### config.mk
export PLATFORM = sky130hd
export DESIGN_NAME = ir_pulse_distance_encoder_flat
export DESIGN_NICKNAME = d
export VERILOG_FILES = /design/src/sv/pde_pkg.sv /design/src/sv/pde_if.sv /design/src/sv/ir_pulse_distance_encoder.sv /design/src/sv/pde_csr_regs.sv /design/src/flat_wrapper.sv
export SDC_FILE = /design/constraint.sdc
export NUM_CORES = 1
export LEC_CHECK = 0
export ABC_CLOCK_PERIOD_IN_PS = 4900
export BUFFER_PORTS_ARGS = -buffer_cell sky130_fd_sc_hd__buf_2
export CAP_MARGIN = 20
export CORE_ASPECT_RATIO = 2
export CORE_MARGIN = 2
export CORE_UTILIZATION = 60
export CTS_BUF_LIST = sky130_fd_sc_hd__clkbuf_8
export DETAILED_ROUTE_END_ITERATION = 8
export GPL_ROUTABILITY_DRIVEN = 0
export PLACE_DENSITY = 0.82
export SLEW_MARGIN = 20
export SYNTH_ARGS = -nofsm -noshare
export SYNTH_HDL_FRONTEND = slang
export SYNTH_SLANG_ARGS = --single-unit
### constraint.sdc
create_clock -name clock -period 4.9 [get_ports clock]
set_input_delay 0.49 -clock clock [delete_from_list [all_inputs] [get_ports clock]]
set_output_delay 0.49 -clock clock [all_outputs]
set_load 0.05 [all_outputs]
### src/sv/pde_pkg.sv
// Package for the pulse-distance frame encoder.
// Frame size, timing register map, reset values and shared types.
// No dependencies.
package pde_pkg;

   localparam int FRAME_BITS = 32;
   localparam int FRAME_WORD_WIDTH = 32;
   localparam int DUR_WIDTH = 16;
   localparam int PAIR_COUNT = FRAME_BITS + 2;
   localparam int IDX_WIDTH = $clog2(PAIR_COUNT);
   localparam int LAST_IDX = PAIR_COUNT - 1;
   localparam int CSR_IDX_WIDTH = 3;

   typedef enum logic [CSR_IDX_WIDTH-1:0] {
      REG_LEADER_MARK  = 3'd0,
      REG_LEADER_SPACE = 3'd1,
      REG_BIT_MARK     = 3'd2,
      REG_ZERO_SPACE   = 3'd3,
      REG_ONE_SPACE    = 3'd4,
      REG_END_MARK     = 3'd5,
      REG_END_SPACE    = 3'd6
   } csr_index_type;

   typedef logic [DUR_WIDTH-1:0] dur_type;

   typedef struct packed {
      dur_type leader_mark;
      dur_type leader_space;
      dur_type bit_mark;
      dur_type zero_space;
      dur_type one_space;
      dur_type end_mark;
      dur_type end_space;
   } timing_type;

   localparam dur_type RST_LEADER_MARK  = 16'h0156;
   localparam dur_type RST_LEADER_SPACE = 16'h00AB;
   localparam dur_type RST_BIT_MARK     = 16'h0015;
   localparam dur_type RST_ZERO_SPACE   = 16'h0015;
   localparam dur_type RST_ONE_SPACE    = 16'h0040;
   localparam dur_type RST_END_MARK     = 16'h0015;
   localparam dur_type RST_END_SPACE    = 16'h08FD;

endpackage

### src/sv/pde_if.sv
// Handshake channel interfaces for the pulse-distance frame encoder.
// Depends on pde_pkg for field widths.
interface pde_req_if;
   import pde_pkg::*;
   logic                        valid;
   logic                        ready;
   logic [FRAME_WORD_WIDTH-1:0] frame_word;
   modport source(output valid, output frame_word, input ready);
   modport sink(input valid, input frame_word, output ready);
endinterface

interface pde_rsp_if;
   import pde_pkg::*;
   logic                 valid;
   logic                 ready;
   logic [DUR_WIDTH-1:0] mark_time;
   logic [DUR_WIDTH-1:0] space_time;
   logic                 last_pair;
   modport source(output valid, output mark_time, output space_time, output last_pair,
                  input ready);
   modport sink(input valid, input mark_time, input space_time, input last_pair,
                output ready);
endinterface

### src/sv/ir_pulse_distance_encoder.sv
// Pulse-distance frame encoder, top level.
// Depends on pde_pkg, pde_req_if / pde_rsp_if and pde_csr_regs.
//
// Each accepted frame word produces FRAME_BITS + 2 (34) mark/space words on
// rsp_chan: the leader pair, one pair per data bit from bit 0 upward (a one
// takes one_space, a zero takes zero_space, all marks are bit_mark) and the
// end pair, flagged by last_pair. One word leaves per cycle unless the receiver
// stalls. The next frame word is taken in the cycle its predecessor's end pair
// moves into the output register, so frames stream back to back with no gap.
// The user must write the timing registers through csr_write_en / csr_index /
// csr_wdata only while the block is idle; the block itself does not enforce it.
module ir_pulse_distance_encoder
   import pde_pkg::*;
(
   input  logic                     clock,
   input  logic                     reset,
   pde_req_if.sink                  req_chan,
   pde_rsp_if.source                rsp_chan,
   input  logic                     csr_write_en,
   input  logic [CSR_IDX_WIDTH-1:0] csr_index,
   input  logic [DUR_WIDTH-1:0]     csr_wdata
);

   timing_type timing;

   pde_csr_regs u_csr_regs (
      .clock        (clock),
      .reset        (reset),
      .csr_write_en (csr_write_en),
      .csr_index    (csr_index),
      .csr_wdata    (csr_wdata),
      .timing       (timing)
   );

   logic                  active_ff, active_in;
   logic [FRAME_BITS-1:0] shift_ff, shift_in;
   logic [IDX_WIDTH-1:0]  index_ff, index_in;
   logic                  valid_ff, valid_in;
   dur_type               mark_ff, mark_in;
   dur_type               space_ff, space_in;
   logic                  last_ff, last_in;

   logic out_free;
   logic emit;
   logic final_pair;
   logic load;

   assign out_free   = !valid_ff || rsp_chan.ready;
   assign emit       = active_ff && out_free;
   assign final_pair = (index_ff == IDX_WIDTH'(LAST_IDX));
   assign req_chan.ready = !active_ff || (emit && final_pair);
   assign load       = req_chan.valid && req_chan.ready;

   always_comb begin
      active_in = active_ff;
      shift_in  = shift_ff;
      index_in  = index_ff;
      priority if (load) begin
         active_in = 1'b1;
         shift_in  = FRAME_BITS'(req_chan.frame_word);
         index_in  = '0;
      end else if (emit && final_pair) begin
         active_in = 1'b0;
      end else if (emit) begin
         index_in = index_ff + IDX_WIDTH'(1);
         if (index_ff != '0) begin
            shift_in = shift_ff >> 1;
         end
      end
   end

   always_comb begin
      valid_in = valid_ff;
      mark_in  = mark_ff;
      space_in = space_ff;
      last_in  = last_ff;
      if (emit) begin
         valid_in = 1'b1;
         priority if (index_ff == '0) begin
            mark_in  = timing.leader_mark;
            space_in = timing.leader_space;
            last_in  = 1'b0;
         end else if (final_pair) begin
            mark_in  = timing.end_mark;
            space_in = timing.end_space;
            last_in  = 1'b1;
         end else begin
            mark_in  = timing.bit_mark;
            space_in = shift_ff[0] ? timing.one_space : timing.zero_space;
            last_in  = 1'b0;
         end
      end else if (rsp_chan.ready) begin
         valid_in = 1'b0;
      end
   end

   always_ff @(posedge clock) begin
      if (reset) begin
         active_ff <= 1'b0;
         index_ff  <= '0;
         valid_ff  <= 1'b0;
      end else begin
         active_ff <= active_in;
         index_ff  <= index_in;
         valid_ff  <= valid_in;
      end
   end

   always_ff @(posedge clock) begin
      shift_ff <= shift_in;
      mark_ff  <= mark_in;
      space_ff <= space_in;
      last_ff  <= last_in;
   end

   assign rsp_chan.valid      = valid_ff;
   assign rsp_chan.mark_time  = mark_ff;
   assign rsp_chan.space_time = space_ff;
   assign rsp_chan.last_pair  = last_ff;

   // pair counter stays within the frame
   a_index_range: assert property (@(posedge clock) disable iff (reset)
      active_ff |-> (index_ff <= IDX_WIDTH'(LAST_IDX)))
      else $error("pair index past end pair");

   // a new frame starts with the leader
   a_load_start: assert property (@(posedge clock) disable iff (reset)
      load |=> (active_ff && index_ff == '0))
      else $error("frame load did not restart pair counter");

   // end pair without a following frame leaves the block idle
   a_end_idle: assert property (@(posedge clock) disable iff (reset)
      (emit && final_pair && !load) |=> (!active_ff && valid_ff && last_ff))
      else $error("end pair not followed by idle");

   // the leader word never carries the end flag
   a_leader_flag: assert property (@(posedge clock) disable iff (reset)
      (emit && index_ff == '0) |=> (valid_ff && !last_ff))
      else $error("leader word flagged as end pair");

endmodule

### src/sv/pde_csr_regs.sv
// Timing register file of the pulse-distance frame encoder.
// Depends on pde_pkg; write-only, indexes beyond the map are ignored.
module pde_csr_regs
   import pde_pkg::*;
(
   input  logic                     clock,
   input  logic                     reset,
   input  logic                     csr_write_en,
   input  logic [CSR_IDX_WIDTH-1:0] csr_index,
   input  logic [DUR_WIDTH-1:0]     csr_wdata,
   output timing_type               timing
);

   timing_type timing_ff;
   timing_type timing_in;

   always_comb begin
      timing_in = timing_ff;
      if (csr_write_en) begin
         unique case (csr_index_type'(csr_index))
            REG_LEADER_MARK:  timing_in.leader_mark  = csr_wdata;
            REG_LEADER_SPACE: timing_in.leader_space = csr_wdata;
            REG_BIT_MARK:     timing_in.bit_mark     = csr_wdata;
            REG_ZERO_SPACE:   timing_in.zero_space   = csr_wdata;
            REG_ONE_SPACE:    timing_in.one_space    = csr_wdata;
            REG_END_MARK:     timing_in.end_mark     = csr_wdata;
            REG_END_SPACE:    timing_in.end_space    = csr_wdata;
            default:          timing_in = timing_ff;
         endcase
      end
   end

   always_ff @(posedge clock) begin
      if (reset) begin
         timing_ff.leader_mark  <= RST_LEADER_MARK;
         timing_ff.leader_space <= RST_LEADER_SPACE;
         timing_ff.bit_mark     <= RST_BIT_MARK;
         timing_ff.zero_space   <= RST_ZERO_SPACE;
         timing_ff.one_space    <= RST_ONE_SPACE;
         timing_ff.end_mark     <= RST_END_MARK;
         timing_ff.end_space    <= RST_END_SPACE;
      end else begin
         timing_ff <= timing_in;
      end
   end

   assign timing = timing_ff;

endmodule

### src/flat_wrapper.sv
// flat-port wrapper written by rule: the top's interface ports become plain ports
module ir_pulse_distance_encoder_flat import pde_pkg::*;
  (clock, reset, csr_write_en, csr_index, csr_wdata, req_chan_valid, req_chan_frame_word, req_chan_ready, rsp_chan_valid, rsp_chan_mark_time, rsp_chan_space_time, rsp_chan_last_pair, rsp_chan_ready);
  pde_req_if req_chan_i ();
  pde_rsp_if rsp_chan_i ();
  input  logic clock;
  input  logic reset;
  input  logic csr_write_en;
  input  logic [CSR_IDX_WIDTH-1:0] csr_index;
  input  logic [DUR_WIDTH-1:0] csr_wdata;
  input wire logic [$bits(req_chan_i.valid)-1:0] req_chan_valid;
  input wire logic [$bits(req_chan_i.frame_word)-1:0] req_chan_frame_word;
  output wire logic [$bits(req_chan_i.ready)-1:0] req_chan_ready;
  output wire logic [$bits(rsp_chan_i.valid)-1:0] rsp_chan_valid;
  output wire logic [$bits(rsp_chan_i.mark_time)-1:0] rsp_chan_mark_time;
  output wire logic [$bits(rsp_chan_i.space_time)-1:0] rsp_chan_space_time;
  output wire logic [$bits(rsp_chan_i.last_pair)-1:0] rsp_chan_last_pair;
  input wire logic [$bits(rsp_chan_i.ready)-1:0] rsp_chan_ready;
  assign req_chan_i.valid = req_chan_valid;
  assign req_chan_i.frame_word = req_chan_frame_word;
  assign req_chan_ready = req_chan_i.ready;
  assign rsp_chan_valid = rsp_chan_i.valid;
  assign rsp_chan_mark_time = rsp_chan_i.mark_time;
  assign rsp_chan_space_time = rsp_chan_i.space_time;
  assign rsp_chan_last_pair = rsp_chan_i.last_pair;
  assign rsp_chan_i.ready = rsp_chan_ready;
  ir_pulse_distance_encoder u_core (.clock(clock), .reset(reset), .req_chan(req_chan_i), .rsp_chan(rsp_chan_i), .csr_write_en(csr_write_en), .csr_index(csr_index), .csr_wdata(csr_wdata));
endmodule
Yosys cells after proc, flatten, opt, wreduce, memory -nomap -nowiden

Index checks and enable logic that the tools add are counted.

$add $sub $neg: 1
Equal/unequal tests: 8
Multiplexer cells: 14
Bitwise logic cells: 1
Reduce and logical (&&, ||, !) cells: 24

Operators with widths:

| kind                                                                   | number |
|---|---|
| 32-bit two-way mux                                                     | 4 |
| 16-bit two-way mux                                                     | 5 |
| 2-bit AND reduction                                                    | 8 |
| 3-bit equality test (second input constant)                            | 3 |
| 2-bit nonzero test                                                     | 4 |
| 6-bit by 1-bit adder with 6-bit output (second input constant)         | 1 |
| 3-bit by 2-bit equality test with 1-bit output (second input constant) | 2 |
| 6-bit equality test (second input constant)                            | 1 |
| 6-bit zero test                                                        | 1 |
| 6-bit nonzero test                                                     | 1 |
| 1-bit two-way mux                                                      | 5 |
| 3-bit by 1-bit equality test with 1-bit output (second input constant) | 1 |
| 1-bit logical AND                                                      | 3 |
| 3-bit zero test                                                        | 1 |
| 3-bit AND reduction                                                    | 1 |
| 1-bit zero test                                                        | 2 |
| 1-bit logical OR                                                       | 2 |
| 2-bit by 1-bit != test with 1-bit output (second input constant)       | 1 |
| 2-bit OR reduction                                                     | 1 |
| 1-bit NOT                                                              | 1 |

Flip-flop bits (word level): 185
Input bits: 56
Output and inout port bits: 35
Logic and storage cells: 62

Longest topological paths before layout

Gate-level depths: netlist of run 1.

Depth in word-level cells: 8
Mapped depth: 8

By module

Synthesis of run 1 repeated with hierarchy kept, for this count alone.

Cells, all modules: 716
Area total of the unflattened synthesis: 8081.5 um^2

Modules (own cells, without submodules):

| module                    | times used | cells an instance | area an instance (um^2) |
|---|---|---|---|
| pde_csr_regs              | 1          | 400               | 4372.9 |
| ir_pulse_distance_encoder | 1          | 316               | 3708.6 |

Least setup slack after synthesis of run 1

Ideal clock, no wire load.

Path kind: flip-flop to flip-flop
Start: reg u_core.index_ff[0]
End: reg u_core.shift_ff[0] (enable)
Library setup time: 466 ps
Arrival: 3325 ps
Required time: 4434 ps
Path slack: 1110 ps
Stages on the path, launching flop included: 6
Buffers on the path: 1
Cell sequence: dfxtp_1 > inv_1 > ha_1 > nor3b_2 > clkbuf_1 > o21ai_0

Longest elaborated chain between the ends: 6

RTL lines:

| element                                                                                  | line                                                             | RTL |
|---|---|---|
| start, declared                                                                          | ir_pulse_distance_encoder.sv:37                                  | `logic [IDX_WIDTH-1:0] index_ff, index_in;` |
| start signal, assigned                                                                   | ir_pulse_distance_encoder.sv:104                                 | `index_ff <= index_in;` |
| 6-bit equality test                                                                      | ir_pulse_distance_encoder.sv:50                                  | `assign final_pair = (index_ff == IDX_WIDTH'(LAST_IDX));` |
| 1-bit logical AND                                                                        | ir_pulse_distance_encoder.sv:51, ir_pulse_distance_encoder.sv:62 |  |
| 1-bit logical OR                                                                         | ir_pulse_distance_encoder.sv:51                                  | `assign req_chan.ready = !active_ff \|\| (emit && final_pair);` |
| 1-bit logical AND                                                                        | ir_pulse_distance_encoder.sv:52                                  | `assign load = req_chan.valid && req_chan.ready;` |
| 2-bit by 1-bit != test with 1-bit output (no line) or 2-bit nonzero test (tied branches) | -                                                                |  |
| 3-bit AND reduction (no line) (*)                                                        | -                                                                |  |
| end signal, assigned                                                                     | ir_pulse_distance_encoder.sv:110                                 | `shift_ff <= shift_in;` |
| end, declared                                                                            | ir_pulse_distance_encoder.sv:36                                  | `logic [FRAME_BITS-1:0] shift_ff, shift_in;` |

Mark *: on every way between the ends. The rest lies on a longest branch, timed or not.
A chain may end at the register's enable or synchronous reset.

Worst setup path after layout of run 1

Start: reg u_core.index_ff[2]
End: out req_chan_ready

Longest elaborated chain between the ends: 3

RTL lines:

| element             | line                            | RTL |
|---|---|---|
| 6-bit equality test | ir_pulse_distance_encoder.sv:50 |  |
| 1-bit logical AND   | ir_pulse_distance_encoder.sv:51 |  |
| 1-bit logical OR    | ir_pulse_distance_encoder.sv:51 |  |
| end, declared       | flat_wrapper.sv:13              | `output wire logic [$bits(req_chan_i.ready)-1:0] req_chan_ready;` |

No other way between the ends.

==> flow_metrics.py, run 1 <==
metrics = {
    "global_routing": {
        "first_global_vias": 5762,
        "antenna_found_initial": 0,
        "grt_max_degree": 103,
        "grt_pass1_wl_mm": 28.2,
        "grt_use_total_pct": 26.4,
        "grt-ovfl-total": 0,
    },
    "die": {
        "core_um2": 12500,
        "die_w_um": 83.7,
        "dieHeight_um": 163,
        "initial_utilization_pct": 61.1,
        "dieArea_um2": 13700,
        "rows": 58,
        "io_pins": 91,
    },
    "finish": {
        "nets": 945,
        "area_growth_pct": 11.6,
        "mostFrequentLayoutCells": "nand2_1, dfxtp_1, a21oi_1",
        "final_common_cell": "nand2_1",
        "layout-drive-gt1-share_pct": 19.0,
        "antenna_cells": 0,
    },
    "clock_tree": {
        "cts_tree": "built",
        "clock-sinks": 185,
        "post_cts_buffers": 0,
        "root_buffer": "clkbuf_8",
        "clk_pin_slew_ns": 0.10,
        "h-tree-depth": 4,
        "clock_path_buffers": 2,
        "clkLatencyLatePin_ns": 0.48,
        "ctsResizeCount": 0,
        "holdBufCountCts": 0,
        "cts_made_buffers": 17,
    },
    "pwr": {
        "comb_power_share_pct": 11.6,
        "switching_power_w": 0.000841,
        "power.leakage_nw": 3.28,
        "clkPwrFrac_pct": 31.8,
        "seqPwrFrac_pct": 56.6,
        "p_int_w": 0.00216,
        "power.share.switching_pct": 28.0,
        "ir_drop_uv": 227,
        "power.density_nw_per_um2": 352,
    },
    "setup_path": {
        "critPathKind": "reg -> out",
        "critical_path_arrival_ns": 2.20,
        "cp-end-kind": "primary output",
        "crit_buf_inv": 2,
        "worstPathMaxFanout": 33,
        "r2r_start": "u_core.index_ff[2]$_SDFFE_PP0P_",
        "r2r_cells": 4,
        "critPathLaunch": "u_core.index_ff[2]$_SDFFE_PP0P_",
        "critPathRequiredTime_ns": 4.41,
        "startpoint_type": "flip-flop",
        "cp-endpoint": "req_chan_ready",
        "crit_family": "buffers and inverters",
        "regToRegEndpoint": "u_core.shift_ff[15]$_DFFE_PP_",
        "worst-r2r-setup-slack_ns": 2.38,
        "cpPeakStageDelay_ns": 0.37,
        "crit_chain": "nor3_1 > nand3_1 > buf_4 > o21ai_0 > buf_2",
        "slowest_stage": "dfxtp_1",
        "path_depth": 5,
    },
    "drt": {
        "vias": 5969,
        "wl_mm": 18.0,
        "viasPerCell": 5.69,
        "drtIter0Drc": 509,
        "drtAntennaViolNets": 0,
        "wl_per_cell_um": 17.2,
        "dr.pass1.iters": 5,
        "drc_errors": 0,
    },
    "outcome": {
        "status": "completed",
    },
    "placed_design": {
        "dp_slack_ns": 2.26,
        "dp_hpwl_mm": 11.2,
        "port_buffers": 90,
    },
    "synthesis": {
        "synth.net_count": 872,
        "synth_cells": 813,
        "synth_enable_flop_cells": 65,
        "synthFlopType": "dfxtp_1",
        "ys_types": 32,
        "seq_area_frac_synth_pct": 57.1,
        "synth_area_um2": 7630,
        "synthArstFlopShare_pct": 0,
        "synth-seq-cells": 185,
        "synth_warnings": 0,
        "synth_area_per_cell_um2": 9.39,
    },
    "timing": {
        "maxClockFrequency_mhz": 372,
        "max_slew.worst_pin.slew_ns": 0.999,
        "rsz0062_at_grt": "false",
        "finalMaxSlewViolations": 0,
        "layout_setup_ws_ns": 2.21,
        "final_hold_viol_count": 0,
        "setup_viol": 0,
        "fin_crit_sh_pct": 54.9,
        "relSlewSlack_pct": 33.4,
        "finalCriticalPeriod_ns": 2.69,
        "tns_ns": 0,
        "clock_skew_ns": 0.0203,
    },
    "job": {
        "drv_cap": 0,
    },
    "hold_path": {
        "worstHoldPathType": "in -> reg",
    },
}
## metal layers
metal / routed length [um] / vias to the layer above / GRT usage [%]
li1: - / 2899 / -
met1: 6890 / 2787 / 29.6
met2: 9380 / 221 / 47.4
met3: 1060 / 62 / 5.51
met4: 671 / 0 / 12.3
met5: 0 / - / 0
## tightest hold or removal path: cells and delay by family
kind / cells / cell delay, ns
buffers and inverters: 2 / 0.18
AO/OA/AOI/OAI: 1 / 0.06
## cell usage after synthesis, types with 2 or more instances
| master | count | area [um^2] |
|---|---|---|
| xnor2_1 | 3 | 26.3 |
| clkbuf_1 | 44 | 165 |
| nand2_1 | 264 | 991 |
| and3_1 | 2 | 12.5 |
| mux2_4 | 27 | 405 |
| nor2_1 | 28 | 105 |
| a211oi_1 | 16 | 120 |
| inv_1 | 3 | 11.3 |
| nand2b_1 | 6 | 37.5 |
| edfxtp_1 | 65 | 1950 |
| a21oi_1 | 118 | 591 |
| ha_1 | 3 | 37.5 |
| o21ai_0 | 34 | 170 |
| dfxtp_1 | 120 | 2400 |
| nand3_1 | 7 | 35.0 |
| mux2_2 | 4 | 45.0 |
| nor2b_1 | 21 | 131 |
| nand3b_1 | 29 | 218 |
| nor3_1 | 5 | 25.0 |
| buf_12 | 2 | 40.0 |
## area by class of cell
| class | instances | area, um^2 |
|---|---|---|
| multi-input cells | 576 | 3040 |
| flip-flops and latches | 185 | 4350 |
| clock buffers | 17 | 234 |
| inverters | 4 | 15.0 |
| repair buffers | 102 | 548 |
| fillers | 1029 | 3970 |
| clock inverters | 15 | 134 |
| well taps | 150 | 188 |
## flip-flops by register name, summed over array words and instances (netlist names)
signal,flops
u_core.index_ff,6
u_core.active_ff,1
u_core.rsp_chan.valid,1
u_core.shift_ff,32
u_core.rsp_chan.mark_time,16
u_core.u_csr_regs.timing,112
u_core.rsp_chan.space_time,16
u_core.rsp_chan.last_pair,1
## kinds of logic (layout without fill, tap and decap cells)
group                    after synthesis  in the layout  synth area share [%]
AND/OR/NAND/NOR                      367            367                  20.9
multiplexers                          32             32                  6.03
XOR/XNOR                               4              4                 0.459
flip-flops                           185            185                  57.1
buffers and inverters                 52            138                  3.23
AO/OA/AOI/OAI                        170            170                  11.8
adder cells (fa/ha/maj)                3              3                 0.492
## power groups by stage
stage               Combinational, W  Clock, W  Sequential (W)
floorplan                   0.000184         0         0.00179
global placement            0.000336         0         0.00174
detailed placement          0.000347         0         0.00173
CTS                         0.000350  0.000964         0.00170
global route                0.000376   0.00102         0.00170
finish                      0.000349  0.000954         0.00170
## worst min path at each step
stage,start,end,slack (ns),cells past startpoint
after global placement,u_core.u_csr_regs.timing[61]$_SDFFE_PP0P_,u_core.u_csr_regs.timing[61]$_SDFFE_PP0P_,0.44,2
after floorplan,u_core.u_csr_regs.timing[49]$_SDFFE_PP0P_,u_core.u_csr_regs.timing[49]$_SDFFE_PP0P_,0.43,2
after global routing,req_chan_valid,u_core.active_ff$_SDFFE_PP0P_,0.30,3
final,req_chan_valid,u_core.active_ff$_SDFFE_PP0P_,0.29,3
after CTS,req_chan_valid,u_core.active_ff$_SDFFE_PP0P_,0.29,3
after detailed placement,u_core.u_csr_regs.timing[51]$_SDFFE_PP0P_,u_core.u_csr_regs.timing[51]$_SDFFE_PP0P_,0.44,2
## metrics by stage
stage / hold slack [ns] / power (W) / utilization, % / area, um^2 / instances
after floorplan: 0.432 / 0.00197 / - / 7630 / 813
after global placement: 0.436 / 0.00207 / 65.1 / 8130 / 1016
after detailed placement: 0.443 / 0.00208 / 65.3 / 8150 / 1017
after CTS: 0.287 / 0.00301 / 68.2 / 8520 / 1049
after global routing: 0.302 / 0.00311 / 68.2 / 8520 / 1049
final: 0.289 / 0.00300 / 68.2 / 8520 / 1049
(Power assumes the default switching activity.)
==> run 2, diff against run 1 <==
Settings changed: ABC_CLOCK_PERIOD_IN_PS 4900 to 2700.
Clock period 4.9 ns to 2.7 ns, I/O delays scaled along.
==> run 2 against run 1 <==
Effect of this change: final area rose by 0.98%; clock skew down 0.0059 ns; core utilization rose by 0.67 points; power grew 86%; wire length is 0.83% lower; combinational power rose by 84%; critical path type unchanged.
==> flow_metrics.py, run 2 (synthesized netlist as in run 1, its figures left out) <==
metrics = {
    "setup_path": {
        "cp-end-kind": "primary output",
        "worstPathMaxFanout": 33,
        "cpPeakStageDelay_ns": 0.36,
        "slowest_stage": "dfxtp_1",
        "r2r_cells": 5,
        "critPathRequiredTime_ns": 2.43,
        "r2r_start": "u_core.index_ff[2]$_SDFFE_PP0P_",
        "critPathKind": "reg -> out",
        "startpoint_type": "flip-flop",
        "crit_chain": "nor3_1 > nand3_1 > buf_4 > o21ai_0 > buf_2",
        "worst-r2r-setup-slack_ns": 0.44,
        "critical_path_arrival_ns": 2.15,
        "regToRegEndpoint": "u_core.shift_ff[16]$_DFFE_PP_",
    },
    "pwr": {
        "totalPowerFinal_w": 0.00559,
        "ir_drop_uv": 539,
        "power.density_nw_per_um2": 650,
        "power.leakage_nw": 3.32,
    },
    "drt": {
        "drtIter0Drc": 450,
        "wl_mm": 17.9,
        "dr.pass1.iters": 8,
        "vias": 6050,
        "drtAntennaViolNets": 0,
        "viasPerCell": 5.75,
        "wl_per_cell_um": 17.0,
        "drc_errors": 0,
    },
    "clock_tree": {
        "cts_made_buffers": 17,
        "clk_pin_slew_ns": 0.09,
        "holdBufCountCts": 0,
        "clkLatencyLatePin_ns": 0.46,
        "clock-sinks": 185,
        "h-tree-depth": 4,
        "ctsResizeCount": 0,
        "root_buffer": "clkbuf_8",
        "post_cts_buffers": 0,
        "cts_tree": "built",
        "clock_path_buffers": 2,
    },
    "finish": {
        "antenna_cells": 0,
        "nets": 949,
        "final_area_um2": 8600,
        "area_growth_pct": 12.7,
        "layout-drive-gt1-share_pct": 19.0,
        "largest_reg_flops": 112,
        "mostFrequentLayoutCells": "nand2_1, dfxtp_1, a21oi_1",
        "final_common_cell": "nand2_1",
    },
    "die": {
        "initial_utilization_pct": 61.1,
        "io_pins": 91,
        "rows": 58,
        "dieArea_um2": 13700,
        "die_w_um": 83.7,
        "dieHeight_um": 163,
        "core_um2": 12500,
    },
    "global_routing": {
        "first_global_vias": 5872,
        "grt_max_degree": 100,
        "grt-ovfl-total": 0,
        "grt_use_total_pct": 26.6,
        "grt_pass1_wl_mm": 28.5,
        "antenna_found_initial": 0,
    },
    "timing": {
        "tns_ns": 0,
        "setup_viol": 0,
        "max_slew.worst_pin.slew_ns": 0.949,
        "fin_crit_sh_pct": 89.7,
        "final_hold_viol_count": 0,
        "finalCriticalPeriod_ns": 2.42,
        "finalMaxSlewViolations": 0,
        "maxClockFrequency_mhz": 413,
        "rsz0062_at_grt": "false",
        "clock_skew_ns": 0.0144,
        "hold_ws_ns": 0.0893,
        "relSlewSlack_pct": 36.7,
    },
    "outcome": {
        "status": "completed",
    },
    "placed_design": {
        "placed_area_um2": 8210,
        "dp_hpwl_mm": 11.2,
        "port_buffers": 90,
    },
    "hold_path": {
        "holdPathStages": 3,
        "min_to": "u_core.active_ff$_SDFFE_PP0P_",
        "worstHoldPathType": "in -> reg",
        "hp-start": "req_chan_valid",
    },
    "job": {
        "drv_cap": 0,
    },
}
run 2: layout make-up:
type | count | area (um^2)
Clock buffer | 17 | 234
Clock inverter | 15 | 160
Fill cell | 1001 | 3880
Inverter | 4 | 15.0
Multi-Input combinational cell | 576 | 3040
Sequential cell | 185 | 4350
Tap cell | 150 | 188
Timing Repair Buffer | 106 | 608
run 2: critical path: cells and delay by family, from the launching register on:
family                 cells  cell delay, ns
AO/OA/AOI/OAI              1            0.28
buffers and inverters      2            0.60
flip-flops                 1            0.36
AND/OR/NAND/NOR            2            0.46
run 2: through the flow:
stage / std cells / utilization (%) / setup WS [ns]
6_report: 1053 / 68.9 / 0.279
2_1_floorplan: 813 / - / 0.371
3_3_place_gp: 1021 / 65.7 / 0.538
3_5_place_dp: 1021 / 65.7 / 0.470
4_1_cts: 1053 / 68.9 / 0.256
5_1_grt: 1053 / 68.9 / 0.135
run 2: worst max-delay path by stage:
stage                                         start                            end  slack [ns]  cells after the start
floorplan           u_core.index_ff[0]$_SDFFE_PP0P_   u_core.shift_ff[0]$_DFFE_PP_        0.37                      5
global placement    u_core.index_ff[2]$_SDFFE_PP0P_  u_core.shift_ff[18]$_DFFE_PP_        0.54                      5
detailed placement  u_core.index_ff[2]$_SDFFE_PP0P_  u_core.shift_ff[17]$_DFFE_PP_        0.47                      5
CTS                 u_core.index_ff[2]$_SDFFE_PP0P_                 req_chan_ready        0.26                      5
global route        u_core.index_ff[2]$_SDFFE_PP0P_                 req_chan_ready        0.13                      5
finish              u_core.index_ff[2]$_SDFFE_PP0P_                 req_chan_ready        0.28                      5
run 2: per-layer routing:
| layer | global-route usage [%] | vias up | share of wire [%] | routed length [um] |
|---|---|---|---|---|
| li1 | - | 2909 | - | - |
| met1 | 30.0 | 2890 | 38 | 6780 |
| met2 | 48.9 | 214 | 54 | 9560 |
| met3 | 5.46 | 37 | 5.8 | 1040 |
| met4 | 9.97 | 0 | 2.6 | 471 |
| met5 | 0 | - | 0 | 0 |
run 2: power breakdown:
group	total (W)	switching [W]	internal [W]
Clock	0.00186	0.00102	0.000843
Sequential	0.00308	0.0000560	0.00303
Combinational	0.000641	0.000416	0.000225
Total	0.00559	0.00149	0.00410
==> run 3, diff against run 2 <==
==> constraint.sdc (replaced) <==
create_clock -name clock -period 2.7 [get_ports clock]
set_input_delay 0.27 -clock clock [delete_from_list [all_inputs] [get_ports clock]]
set_output_delay 0.27 -clock clock [all_outputs]
set_load 0.1 [all_outputs]
==> run 3 against run 2 <==
Effect of this change: final area increased by 0.15%; clock-buffer cell count is 2 higher; clock power shrank 9%; register-to-register slack improved by 0.06 ns; core utilization up 0.10 points; die area stayed put; clock skew is 0.0022 ns lower; power decreased by 0.56%; sequential share of layout area fell by 0.074 points; hold slack improved by 0.018 ns; critical endpoint unchanged; highest routed layer unchanged.
==> flow_metrics.py, run 3 (synthesized netlist as in run 1, its figures left out) <==
metrics = {
    "clock_tree": {
        "holdBufCountCts": 0,
        "clock_path_buffers": 2,
        "ctsResizeCount": 0,
        "root_buffer": "clkbuf_8",
        "cts_made_buffers": 17,
        "clock-sinks": 185,
        "clk_pin_slew_ns": 0.08,
        "cts_tree": "built",
        "h-tree-depth": 4,
        "clkLatencyLatePin_ns": 0.44,
        "post_cts_buffers": 0,
    },
    "setup_path": {
        "cp-end-kind": "primary output",
        "critPathKind": "reg -> out",
        "critPathRequiredTime_ns": 2.43,
        "critical_path_arrival_ns": 1.98,
        "startpoint_type": "flip-flop",
        "worstPathMaxFanout": 33,
    },
    "outcome": {
        "status": "completed",
    },
    "finish": {
        "fin_cells": 1057,
        "mostFrequentLayoutCells": "nand2_1, dfxtp_1, a21oi_1",
        "area_growth_pct": 12.9,
        "antenna_cells": 0,
        "largest_reg_flops": 112,
        "final_common_cell": "nand2_1",
        "final_area_um2": 8610,
        "nets": 954,
        "layout-drive-gt1-share_pct": 19.3,
    },
    "global_routing": {
        "antenna_found_initial": 0,
        "grt_max_degree": 82,
        "grt_use_total_pct": 25.9,
        "grt-ovfl-total": 0,
        "first_global_vias": 5698,
        "grt_pass1_wl_mm": 27.9,
    },
    "timing": {
        "finalCriticalPeriod_ns": 2.25,
        "rsz0062_at_grt": "false",
        "max_slew.worst_pin.slew_ns": 0.837,
        "clock_skew_ns": 0.0122,
        "layout_setup_ws_ns": 0.454,
        "hold_ws_ns": 0.108,
        "relSlewSlack_pct": 44.2,
        "setup_viol": 0,
        "fin_crit_sh_pct": 83.2,
        "final_hold_viol_count": 0,
        "tns_ns": 0,
        "finalMaxSlewViolations": 0,
        "maxClockFrequency_mhz": 445,
    },
    "drt": {
        "dr.pass1.iters": 8,
        "drtAntennaViolNets": 0,
        "wl_mm": 17.7,
        "drtIter0Drc": 491,
        "dr_wl_met3_um": 948,
        "wl_per_cell_um": 16.7,
        "drc_errors": 0,
        "viasPerCell": 5.60,
        "dr_wl_met2_mm": 9.37,
        "wl_met1_mm": 6.90,
        "vias": 5922,
        "top_layer": "met4",
    },
    "pwr": {
        "p_int_w": 0.00403,
        "comb_power_share_pct": 13.9,
        "seqPwrFrac_pct": 55.5,
        "power.share.switching_pct": 27.5,
        "switching_power_w": 0.00153,
        "power.leakage_nw": 3.34,
        "ir_drop_uv": 459,
        "power.density_nw_per_um2": 645,
        "clkPwrFrac_pct": 30.6,
    },
    "placed_design": {
        "dp.cells": 1026,
        "dp_hpwl_mm": 11.4,
        "port_buffers": 90,
        "dp_slack_ns": 0.494,
        "placed_area_um2": 8250,
    },
    "die": {
        "die_w_um": 83.7,
        "initial_utilization_pct": 61.1,
        "core_um2": 12500,
        "io_pins": 91,
        "dieHeight_um": 163,
        "rows": 58,
        "dieArea_um2": 13700,
    },
    "job": {
        "drv_cap": 0,
    },
    "hold_path": {
        "worstHoldPathType": "in -> reg",
    },
}
==> run 3: changes by cell type in the layout (fill, tap and decap cells not counted), sizes merged <==
cell | before | now
clkinv | 2 | 7
bufinv | 2 | 1
buf | 106 | 111
clkbuf | 17 | 19
inv | 14 | 8
clkinvlp | 1 | 0
==> run 3: critical path, cell delays in order, from the launching register on <==
cell and delay (ns):
dfxtp_1 0.35, nor3_1 0.30, nand3_1 0.16, buf_4 0.29
o21ai_2 0.24, buf_12 0.20
==> run 3: metal layers <==
layer / vias up / global-route usage [%]
met1: 2784 / 30.2
met4: 0 / 11.0
met2: 204 / 46.6
li1: 2910 / -
met3: 24 / 4.50
met5: - / 0
==> run 3: path summary, 6_finish.rpt <==
path	start	end	depth (start not counted)	slack (ns)
max reg2reg	u_core.index_ff[2]$_SDFFE_PP0P_	u_core.shift_ff[20]$_DFFE_PP_	5	0.50
min reg2reg	u_core.u_csr_regs.timing[61]$_SDFFE_PP0P_	u_core.u_csr_regs.timing[61]$_SDFFE_PP0P_	2	0.46
max	u_core.index_ff[2]$_SDFFE_PP0P_	req_chan_ready	5	0.45
min	req_chan_valid	u_core.active_ff$_SDFFE_PP0P_	3	0.11
==> run 3: power by group through the flow <==
stage / clock, W / sequential (W) / combinational, W
2_1_floorplan: 0 / 0.00336 / 0.000339
4_1_cts: 0.00173 / 0.00308 / 0.000774
6_report: 0.00170 / 0.00308 / 0.000772
5_1_grt: 0.00185 / 0.00310 / 0.000818
3_5_place_dp: 0 / 0.00315 / 0.000770
3_3_place_gp: 0 / 0.00315 / 0.000754
==> run 3: metrics by stage <==
step / utilization (%) / total power (W)
finish: 69.0 / 0.00556
global route: 69.0 / 0.00576
CTS: 69.0 / 0.00559
detailed placement: 66.1 / 0.00392
global placement: 66.1 / 0.00390
floorplan: - / 0.00370
==> run 3: layout make-up <==
class | count | area, um^2
Fill cell | 978 | 3870
Sequential cell | 185 | 4350
Clock inverter | 12 | 101
Timing Repair Buffer | 111 | 648
Inverter | 4 | 15.0
Multi-Input combinational cell | 576 | 3050
Tap cell | 150 | 188
Clock buffer | 19 | 262
